$ cat src/hdl/pqre_pkg.sv
`default_nettype none

package pqre_pkg;

    localparam int MAX_RUN_DEF     = 9;
    localparam int COLUMN_BITS_DEF = 16;
    localparam int ROW_WIDTH_BITS  = 16;
    localparam int PAL_SIZE        = 27;
    localparam int Q_DEPTH         = 4;

    localparam logic [7:0]  LETTER_BASE   = 8'd97;
    localparam logic [7:0]  IDLE_SYMBOL   = 8'd126;
    localparam logic [7:0]  DIGIT_ZERO    = 8'd48;
    localparam logic [15:0] ROW_WIDTH_RST = 16'd1;

    // Channel level codes: 0, 127 and 255.
    localparam logic [1:0] LVL_ZERO = 2'd0;
    localparam logic [1:0] LVL_MID  = 2'd1;
    localparam logic [1:0] LVL_FULL = 2'd2;

    typedef struct packed {
        logic [1:0] r;
        logic [1:0] g;
        logic [1:0] b;
    } t_levels;

    typedef struct packed {
        logic [1:0] code;
        logic       tie;
    } t_chan_level;

    typedef struct packed {
        logic [7:0] symbol;
        logic       last;
    } t_item;

    localparam t_levels PALETTE [PAL_SIZE] = '{
        '{LVL_ZERO, LVL_ZERO, LVL_ZERO}, '{LVL_ZERO, LVL_ZERO, LVL_MID},
        '{LVL_ZERO, LVL_ZERO, LVL_FULL}, '{LVL_ZERO, LVL_MID,  LVL_ZERO},
        '{LVL_ZERO, LVL_MID,  LVL_MID},  '{LVL_ZERO, LVL_MID,  LVL_FULL},
        '{LVL_ZERO, LVL_FULL, LVL_ZERO}, '{LVL_ZERO, LVL_FULL, LVL_MID},
        '{LVL_ZERO, LVL_FULL, LVL_FULL}, '{LVL_MID,  LVL_MID,  LVL_MID},
        '{LVL_MID,  LVL_MID,  LVL_ZERO}, '{LVL_MID,  LVL_MID,  LVL_FULL},
        '{LVL_MID,  LVL_ZERO, LVL_ZERO}, '{LVL_MID,  LVL_ZERO, LVL_MID},
        '{LVL_MID,  LVL_ZERO, LVL_FULL}, '{LVL_MID,  LVL_FULL, LVL_ZERO},
        '{LVL_MID,  LVL_FULL, LVL_MID},  '{LVL_MID,  LVL_FULL, LVL_FULL},
        '{LVL_FULL, LVL_FULL, LVL_FULL}, '{LVL_FULL, LVL_FULL, LVL_ZERO},
        '{LVL_FULL, LVL_FULL, LVL_MID},  '{LVL_FULL, LVL_ZERO, LVL_ZERO},
        '{LVL_FULL, LVL_ZERO, LVL_MID},  '{LVL_FULL, LVL_ZERO, LVL_FULL},
        '{LVL_FULL, LVL_MID,  LVL_ZERO}, '{LVL_FULL, LVL_MID,  LVL_MID},
        '{LVL_FULL, LVL_MID,  LVL_FULL}
    };

    // The distance is separable per channel, so the nearest level of each
    // channel gives the nearest colour. Only 191 is equidistant (127 and 255).
    function automatic t_chan_level chan_level(input logic [7:0] v);
        t_chan_level res;
        res.tie = 1'b0;
        if (v < 8'd64) begin
            res.code = LVL_ZERO;
        end else if (v < 8'd191) begin
            res.code = LVL_MID;
        end else if (v == 8'd191) begin
            res.code = LVL_MID;
            res.tie  = 1'b1;
        end else begin
            res.code = LVL_FULL;
        end
        return res;
    endfunction

    function automatic logic [4:0] pal_lookup(input t_levels lv);
        logic [4:0] idx;
        idx = 5'd0;
        for (int i = PAL_SIZE - 1; i >= 0; i--) begin
            if (PALETTE[i] == lv) begin
                idx = 5'(i);
            end
        end
        return idx;
    endfunction

endpackage

`default_nettype wire

$ cat src/hdl/pqre_pixel_if.sv
`default_nettype none

interface pqre_pixel_if;
    logic       valid;
    logic       ready;
    logic [7:0] red;
    logic [7:0] green;
    logic [7:0] blue;

    modport source (output valid, output red, output green, output blue, input ready);
    modport sink (input valid, input red, input green, input blue, output ready);
endinterface

`default_nettype wire

$ cat src/hdl/pqre_symbol_if.sv
`default_nettype none

interface pqre_symbol_if;
    logic       valid;
    logic       ready;
    logic [7:0] symbol;
    logic       last_of_run;

    modport source (output valid, output symbol, output last_of_run, input ready);
    modport sink (input valid, input symbol, input last_of_run, output ready);
endinterface

`default_nettype wire

$ cat src/hdl/palette_quantize_rle_encoder.sv
`default_nettype none

// Maps each RGB pixel to the nearest of 27 palette colours (letters a to {)
// and codes runs of equal letters within a row as the letter followed by one
// count digit, a longer run being split at MAX_RUN. A pixel transaction is
// accepted in every cycle that the four-entry queue between the classifier
// and the run coder has room; the coder then delivers one symbol per cycle
// while o_sym.ready is high, and a pixel gives up to three symbols. A pixel
// that only extends a run leaves the queue and delivers nothing. row_width is
// written through i_cfg_we and i_cfg_wdata; the user must write it only while
// the block is idle, which the block does not enforce; zero acts as one.

module palette_quantize_rle_encoder
    import pqre_pkg::*;
#(
    parameter int MAX_RUN     = MAX_RUN_DEF,
    parameter int COLUMN_BITS = COLUMN_BITS_DEF
) (
    input  wire logic                      i_clk,
    input  wire logic                      i_rst_n,
    input  wire logic                      i_cfg_we,
    input  wire logic [ROW_WIDTH_BITS-1:0] i_cfg_wdata,
    pqre_pixel_if.sink                     i_pix,
    pqre_symbol_if.source                  o_sym
);

    t_item w_push_item;
    t_item w_head_item;
    logic  w_push;
    logic  w_pop;
    logic  w_full;
    logic  w_head_valid;

    pqre_front #(
        .COLUMN_BITS (COLUMN_BITS)
    ) u_front (
        .i_clk       (i_clk),
        .i_rst_n     (i_rst_n),
        .i_cfg_we    (i_cfg_we),
        .i_cfg_wdata (i_cfg_wdata),
        .i_pix       (i_pix),
        .i_q_full    (w_full),
        .o_q_item    (w_push_item),
        .o_q_push    (w_push)
    );

    pqre_fifo u_fifo (
        .i_clk   (i_clk),
        .i_rst_n (i_rst_n),
        .i_push  (w_push),
        .i_item  (w_push_item),
        .i_pop   (w_pop),
        .o_full  (w_full),
        .o_valid (w_head_valid),
        .o_item  (w_head_item)
    );

    pqre_back #(
        .MAX_RUN (MAX_RUN)
    ) u_back (
        .i_clk     (i_clk),
        .i_rst_n   (i_rst_n),
        .i_q_valid (w_head_valid),
        .i_q_item  (w_head_item),
        .o_q_pop   (w_pop),
        .o_sym     (o_sym)
    );

endmodule

`default_nettype wire

$ cat src/hdl/pqre_front.sv
`default_nettype none

module pqre_front
    import pqre_pkg::*;
#(
    parameter int COLUMN_BITS = COLUMN_BITS_DEF
) (
    input  wire logic                      i_clk,
    input  wire logic                      i_rst_n,
    input  wire logic                      i_cfg_we,
    input  wire logic [ROW_WIDTH_BITS-1:0] i_cfg_wdata,
    pqre_pixel_if.sink                     i_pix,
    input  wire logic                      i_q_full,
    output t_item                          o_q_item,
    output logic                           o_q_push
);

    localparam int CMP_W = (COLUMN_BITS > ROW_WIDTH_BITS) ? COLUMN_BITS : ROW_WIDTH_BITS;

    logic [ROW_WIDTH_BITS-1:0] r_row_width;
    logic [COLUMN_BITS-1:0]    r_col;
    logic [COLUMN_BITS-1:0]    n_col;
    logic [ROW_WIDTH_BITS-1:0] w_last_col;
    logic                      w_last;
    t_chan_level               w_lr;
    t_chan_level               w_lg;
    t_chan_level               w_lb;
    logic [4:0]                w_idx;

    assign i_pix.ready = !i_q_full;
    assign o_q_push    = i_pix.valid && !i_q_full;

    assign w_last_col = (r_row_width == '0) ? '0 : r_row_width - 1'b1;
    assign w_last     = CMP_W'(r_col) >= CMP_W'(w_last_col);
    assign n_col      = w_last ? '0 : r_col + 1'b1;

    assign w_lr = chan_level(i_pix.red);
    assign w_lg = chan_level(i_pix.green);
    assign w_lb = chan_level(i_pix.blue);

    // Where a channel sits exactly between two levels, every combination is
    // tried and the lowest palette index is kept.
    always_comb begin
        t_levels    cand;
        logic [4:0] idx;
        w_idx = 5'(PAL_SIZE - 1);
        for (int k = 0; k < 8; k++) begin
            cand.r = (k[2] && w_lr.tie) ? LVL_FULL : w_lr.code;
            cand.g = (k[1] && w_lg.tie) ? LVL_FULL : w_lg.code;
            cand.b = (k[0] && w_lb.tie) ? LVL_FULL : w_lb.code;
            idx    = pal_lookup(cand);
            if (idx < w_idx) begin
                w_idx = idx;
            end
        end
    end

    assign o_q_item.symbol = LETTER_BASE + {3'b000, w_idx};
    assign o_q_item.last   = w_last;

    always_ff @(posedge i_clk) begin
        if (!i_rst_n) begin
            r_row_width <= ROW_WIDTH_RST;
            r_col       <= '0;
        end else begin
            if (i_cfg_we) begin
                r_row_width <= i_cfg_wdata;
            end
            if (o_q_push) begin
                r_col <= n_col;
            end
        end
    end

endmodule

`default_nettype wire

$ cat src/hdl/pqre_fifo.sv
`default_nettype none

module pqre_fifo
    import pqre_pkg::*;
(
    input  wire logic  i_clk,
    input  wire logic  i_rst_n,
    input  wire logic  i_push,
    input  wire t_item i_item,
    input  wire logic  i_pop,
    output logic       o_full,
    output logic       o_valid,
    output t_item      o_item
);

    localparam int PTR_W = $clog2(Q_DEPTH);
    localparam int CNT_W = $clog2(Q_DEPTH + 1);

    t_item              r_mem [Q_DEPTH];
    logic [PTR_W-1:0]   r_wr_ptr;
    logic [PTR_W-1:0]   r_rd_ptr;
    logic [CNT_W-1:0]   r_count;

    assign o_full  = r_count == CNT_W'(Q_DEPTH);
    assign o_valid = r_count != '0;
    assign o_item  = r_mem[r_rd_ptr];

    always_ff @(posedge i_clk) begin
        if (i_push) begin
            r_mem[r_wr_ptr] <= i_item;
        end
    end

    always_ff @(posedge i_clk) begin
        if (!i_rst_n) begin
            r_wr_ptr <= '0;
            r_rd_ptr <= '0;
            r_count  <= '0;
        end else begin
            if (i_push) begin
                r_wr_ptr <= (r_wr_ptr == PTR_W'(Q_DEPTH - 1)) ? '0 : r_wr_ptr + 1'b1;
            end
            if (i_pop) begin
                r_rd_ptr <= (r_rd_ptr == PTR_W'(Q_DEPTH - 1)) ? '0 : r_rd_ptr + 1'b1;
            end
            case ({i_push, i_pop})
                2'b10:   r_count <= r_count + 1'b1;
                2'b01:   r_count <= r_count - 1'b1;
                default: r_count <= r_count;
            endcase
        end
    end

endmodule

`default_nettype wire

$ cat src/hdl/pqre_back.sv
`default_nettype none

module pqre_back
    import pqre_pkg::*;
#(
    parameter int MAX_RUN = MAX_RUN_DEF
) (
    input  wire logic    i_clk,
    input  wire logic    i_rst_n,
    input  wire logic    i_q_valid,
    input  wire t_item   i_q_item,
    output logic         o_q_pop,
    pqre_symbol_if.source o_sym
);

    localparam logic [3:0] MAX_RUN_C = 4'(MAX_RUN);

    logic [7:0] r_cur;
    logic [3:0] r_cnt;
    logic [1:0] r_step;
    logic       r_valid;
    logic [7:0] r_symbol;
    logic       r_last;

    logic [7:0] w_slot [4];
    logic [1:0] w_n;
    logic [7:0] n_cur;
    logic [3:0] n_cnt;
    logic       w_emit_ok;
    logic       w_load;
    logic       w_final;

    // Builds the list of symbols the head item gives, from the run state as
    // it stands before the item.
    always_comb begin
        logic [3:0] cnt1;
        cnt1      = r_cnt + 4'd1;
        w_n       = 2'd0;
        n_cur     = r_cur;
        n_cnt     = cnt1;
        for (int k = 0; k < 4; k++) begin
            w_slot[k] = DIGIT_ZERO;
        end
        if (i_q_item.symbol == r_cur) begin
            if (cnt1 > MAX_RUN_C) begin
                w_slot[w_n] = DIGIT_ZERO + {4'b0000, MAX_RUN_C};
                w_n         = w_n + 2'd1;
                w_slot[w_n] = r_cur;
                w_n         = w_n + 2'd1;
                n_cnt       = 4'd1;
                if (i_q_item.last) begin
                    w_slot[w_n] = DIGIT_ZERO + 8'd1;
                    w_n         = w_n + 2'd1;
                end
            end else if (i_q_item.last) begin
                w_slot[w_n] = DIGIT_ZERO + {4'b0000, cnt1};
                w_n         = w_n + 2'd1;
            end
        end else begin
            if (r_cnt != 4'd0) begin
                w_slot[w_n] = DIGIT_ZERO + {4'b0000, r_cnt};
                w_n         = w_n + 2'd1;
            end
            w_slot[w_n] = i_q_item.symbol;
            w_n         = w_n + 2'd1;
            n_cur       = i_q_item.symbol;
            n_cnt       = 4'd1;
            if (i_q_item.last) begin
                w_slot[w_n] = DIGIT_ZERO + 8'd1;
                w_n         = w_n + 2'd1;
            end
        end
        if (i_q_item.last) begin
            n_cur = IDLE_SYMBOL;
            n_cnt = 4'd0;
        end
    end

    assign w_emit_ok = !r_valid || o_sym.ready;
    assign w_final   = r_step == (w_n - 2'd1);
    assign w_load    = i_q_valid && (w_n != 2'd0) && w_emit_ok;
    assign o_q_pop   = i_q_valid && ((w_n == 2'd0) || (w_emit_ok && w_final));

    assign o_sym.valid       = r_valid;
    assign o_sym.symbol      = r_symbol;
    assign o_sym.last_of_run = r_last;

    always_ff @(posedge i_clk) begin
        if (w_load) begin
            r_symbol <= w_slot[r_step];
            r_last   <= w_final;
        end
    end

    always_ff @(posedge i_clk) begin
        if (!i_rst_n) begin
            r_cur   <= IDLE_SYMBOL;
            r_cnt   <= 4'd0;
            r_step  <= 2'd0;
            r_valid <= 1'b0;
        end else begin
            if (w_load) begin
                r_valid <= 1'b1;
            end else if (o_sym.ready) begin
                r_valid <= 1'b0;
            end
            if (o_q_pop) begin
                r_cur  <= n_cur;
                r_cnt  <= n_cnt;
                r_step <= 2'd0;
            end else if (w_load) begin
                r_step <= r_step + 2'd1;
            end
        end
    end

endmodule

`default_nettype wire

$ cat src/flat_wrapper.sv
// flat-port wrapper written by rule: the top's interface ports become plain ports
module palette_quantize_rle_encoder_flat import pqre_pkg::*;
#(
    parameter int MAX_RUN     = MAX_RUN_DEF,
    parameter int COLUMN_BITS = COLUMN_BITS_DEF
)
  (i_clk, i_rst_n, i_cfg_we, i_cfg_wdata, i_pix_valid, i_pix_red, i_pix_green, i_pix_blue, i_pix_ready, o_sym_valid, o_sym_symbol, o_sym_last_of_run, o_sym_ready);
  pqre_pixel_if i_pix_i ();
  pqre_symbol_if o_sym_i ();
  input  wire logic i_clk;
  input  wire logic i_rst_n;
  input  wire logic i_cfg_we;
  input  wire logic [ROW_WIDTH_BITS-1:0] i_cfg_wdata;
  input wire logic [$bits(i_pix_i.valid)-1:0] i_pix_valid;
  input wire logic [$bits(i_pix_i.red)-1:0] i_pix_red;
  input wire logic [$bits(i_pix_i.green)-1:0] i_pix_green;
  input wire logic [$bits(i_pix_i.blue)-1:0] i_pix_blue;
  output wire logic [$bits(i_pix_i.ready)-1:0] i_pix_ready;
  output wire logic [$bits(o_sym_i.valid)-1:0] o_sym_valid;
  output wire logic [$bits(o_sym_i.symbol)-1:0] o_sym_symbol;
  output wire logic [$bits(o_sym_i.last_of_run)-1:0] o_sym_last_of_run;
  input wire logic [$bits(o_sym_i.ready)-1:0] o_sym_ready;
  assign i_pix_i.valid = i_pix_valid;
  assign i_pix_i.red = i_pix_red;
  assign i_pix_i.green = i_pix_green;
  assign i_pix_i.blue = i_pix_blue;
  assign i_pix_ready = i_pix_i.ready;
  assign o_sym_valid = o_sym_i.valid;
  assign o_sym_symbol = o_sym_i.symbol;
  assign o_sym_last_of_run = o_sym_i.last_of_run;
  assign o_sym_i.ready = o_sym_ready;
  palette_quantize_rle_encoder #(.MAX_RUN(MAX_RUN), .COLUMN_BITS(COLUMN_BITS)) u_core (.i_clk(i_clk), .i_rst_n(i_rst_n), .i_cfg_we(i_cfg_we), .i_cfg_wdata(i_cfg_wdata), .i_pix(i_pix_i), .o_sym(o_sym_i));
endmodule
$ cat config.mk
export PLATFORM = sky130hd
export DESIGN_NAME = palette_quantize_rle_encoder_flat
export DESIGN_NICKNAME = d
export VERILOG_FILES = /design/src/hdl/pqre_pkg.sv /design/src/hdl/pqre_pixel_if.sv /design/src/hdl/pqre_symbol_if.sv /design/src/hdl/palette_quantize_rle_encoder.sv /design/src/hdl/pqre_front.sv /design/src/hdl/pqre_fifo.sv /design/src/hdl/pqre_back.sv /design/src/flat_wrapper.sv
export SDC_FILE = /design/constraint.sdc
export NUM_CORES = 1
export LEC_CHECK = 0
export BUFFER_PORTS_ARGS = -buffer_cell sky130_fd_sc_hd__buf_2
export CORE_AREA = 2 2 146 148
export CTS_BUF_LIST = sky130_fd_sc_hd__clkbuf_8
export CTS_CLUSTER_SIZE = 40
export DETAILED_ROUTE_END_ITERATION = 8
export DIE_AREA = 0 0 148 150
export GPL_TIMING_DRIVEN = 0
export PLACE_DENSITY = 0.75
export SLEW_MARGIN = 25
export SYNTH_ARGS = -nofsm -noshare
export SYNTH_HDL_FRONTEND = slang
export SYNTH_SLANG_ARGS = --single-unit
$ cat constraint.sdc
create_clock -name i_clk -period 18 [get_ports i_clk]
set_input_delay 2.7 -clock i_clk [delete_from_list [all_inputs] [get_ports i_clk]]
set_output_delay 2.7 -clock i_clk [all_outputs]
set_load 0.02 [all_outputs]
==> flow_summary.yaml <==
run_status:
  status: "finished, final reports clean"
clock_tree:
  clockBufferDepth: 2
  clk_latency_ps: 380
  root_buffer: "clkbuf_8"
  clkSinkCount: 101
  numCtsBuffers: 9
  cts_hold_buf: 0
  cts_tree: "yes"
  h-tree-depth: 3
  clk_pin_slew_ps: 90
worst_setup_path:
  crit_path_end_kind: "flop"
  start_kind: "primary input"
  cp_slowest_cell: "a221o_1"
  slowest_delay_ps: 390
  critical_path_class: "primary input to flop"
  cp_data_arrival_time_ps: 17690
  required_ps: 18090
  cp_common_cell: "ha_1"
  crit_fanout: 10
global_route:
  grt-busiest-layer: "met2"
  grt_max_degree: 16
  met2_usage_pct: 58.1
  antenna_found_initial: 1
  track_usage_pct: 34.9
  grt_overflow: 0
  grt_pass1_wl_mm: 59.6
  grt_util_met3_pct: 6.92
  grt_pass1_vias: 10659
  met1_usage_pct: 40.5
finish:
  final_cells: 1718
  nFillCells: 1954
  final_common_cell: "nand2_1"
  nets: 1555
  final_util_pct: 57.6
  final_cell_mix: "149 x nand2_1, 108 x nor2_1, 88 x o21ai_0"
  syn2layout_area_growth_pct: 17.2
  multiInputGateArea_um2: 7680
  drive_gt1_share_pct: 17.7
  regArea_um2: 2470
floorplanning:
  start_util_pct: 49.1
  rows: 53
  ios: 56
  core_um2: 20700
  die-area_um2: 22200
  die_x_um: 148
  die_h_um: 150
routing:
  ant_nets: 0
  drtIter0Drc: 1325
  avgViaCountPerCell: 6.65
  routed_wl_mm: 39.9
  drc: 0
  wl_per_cell_um: 23.2
  num_vias: 11420
  first_pass_iters: 8
logic_synthesis:
  synth-edff-count: 45
  synth_seq_cells: 101
  yosysTopAreaCell: "edfxtp_1"
  syn_avg_cell_area_um2: 7.66
  yosysUniqueCellTypes: 94
  synth-seq-area-share_pct: 24.3
  ys.warnings.count: 0
  synth_cells: 1326
  yosysTopAreaCellShare_pct: 13.3
  syn_area_um2: 10200
  synthArstFlopShare_pct: 0
  synthTopCellsByArea: "edfxtp_1 13%, dfxtp_1 11%, ha_1 8.9%"
  ys.flop_type: "dfxtp_1"
placement:
  place_ws_ps: -2800
  dp_cells: 1665
  dp_hpwl_mm: 29.5
  place.gp.congestion: 1.04
  numPortBuffers: 53
sta:
  max_freq_mhz: 56.8
  clock_skew_ps: 8.85
  tightest_slew_ps: 1130
  fin_crit_ps: 17600
  hold_ws_ps: 502
  setup-violations-final: 0
  slew_viol_final: 0
  slew_headroom_pct: 23.9
  timing.final.ws_setup_ps: 402
  min_period_over_period_pct: 97.8
  finalHoldViolCount: 0
worst_hold_path:
  min_path_type: "flop to flop"
power_and_ir_drop:
  powerDensity_nw_per_um2: 155
  ir_worst_vdd_mv: 0.136
  fin_total_pwr_mw: 1.84
  leakagePower_nw: 4.77
job:
  drv_cap: 0
==> logic make-up after synthesis <==
kind of cell               after synthesis  share of synthesized area, %
and+or+nand+nor                        493                          23.3
AOI/OAI and AO/OA                      433                          28.4
buffers and inverters                  133                          5.30
DFF                                    101                          24.3
adders and majority gates               73                          9.07
muxes                                   49                          5.97
xor gates and xnor gates                42                          3.62
other                                    2                        0.0739
==> state kept, by name (all words and copies together), names as in the netlist, named ones only <==
signal,cells
u_core.u_back.r_step,2
u_core.u_back.o_sym.last_of_run,1
u_core.u_back.r_cur,8
u_core.u_back.o_sym.symbol,8
u_core.u_fifo.r_rd_ptr,2
u_core.u_front.r_row_width,16
u_core.u_fifo.r_mem,36
u_core.u_back.o_sym.valid,1
u_core.u_fifo.r_wr_ptr,2
u_core.u_front.r_col,16
u_core.u_back.r_cnt,4
u_core.u_fifo.r_count,3
==> repair_timing <==
| item | CTS | global route |
|---|---|---|
| setup endpoints to repair | 20 | 20 |
| cloned | 0 | 0 |
| pin swaps | 5 | 26 |
| buffers inserted | 8 | 30 |
| resized for setup | 63 | 128 |
==> cell type report <==
class                      instances  area share (%)
multi-input combinational       1102            64.5
timing repair buffer              92            4.82
clock buffer                      11            1.27
sequential                       101            20.8
tap                              275            2.89
antenna                            1          0.0210
inverter                          58            1.86
buffer                            73            3.47
clock inverter                     5           0.378
==> Yosys cell counts, types with 19 or more instances <==
cell type	n
nand2_1	154
nor2_1	113
o21ai_0	103
a21oi_1	93
ha_1	72
dfxtp_1	56
clkbuf_1	55
inv_1	55
edfxtp_1	45
nand3_1	44
nor3_1	40
mux2i_1	37
nor2b_1	30
xnor2_1	29
a21o_1	23
a31oi_1	23
o22ai_1	20
and2_1	19
==> power by group <==
group	leakage [nW]	internal, mW	switching (mW)
Sequential	0.875	0.333	0.0218
Combinational	3.78	0.572	0.773
Clock	0.115	0.0701	0.0751
==> stage by stage <==
step	setup TNS, ps	cell area (um2)
after global routing	-1280	11900
final	0	11900
after floorplan	0	10200
after CTS	0	11300
after global placement	-46530	10800
after detailed placement	-50200	10800
==> layer usage <==
metal	wire (um)	part of all wire, %
met1	14900	37
met2	18000	45
met3	3440	8.6
met4	3540	8.9
met5	0	0
==> worst paths after layout <==
check,from,end,depth (start not counted),slack [ps]
setup reg to reg,flop,u_core.u_fifo.r_count[2],19,12030
hold reg to reg,u_core.u_back.r_cur[0],u_core.u_back.r_cur[0],2,500
setup / recovery,i_pix_green[6],u_core.u_fifo.r_mem[2][5],75,400
hold / removal,u_core.u_back.r_cur[0],u_core.u_back.r_cur[0],2,500
==> critical path, delay by kind of cell <==
| kind | cells | cell delay, ps |
|---|---|---|
| compound gates | 37 | 7360 |
| fa+ha+maj | 9 | 2600 |
| buf+inv | 11 | 1480 |
| mux | 4 | 1340 |
| simple gates | 14 | 2150 |
No activity file was read; power rests on OpenSTA's default activity.
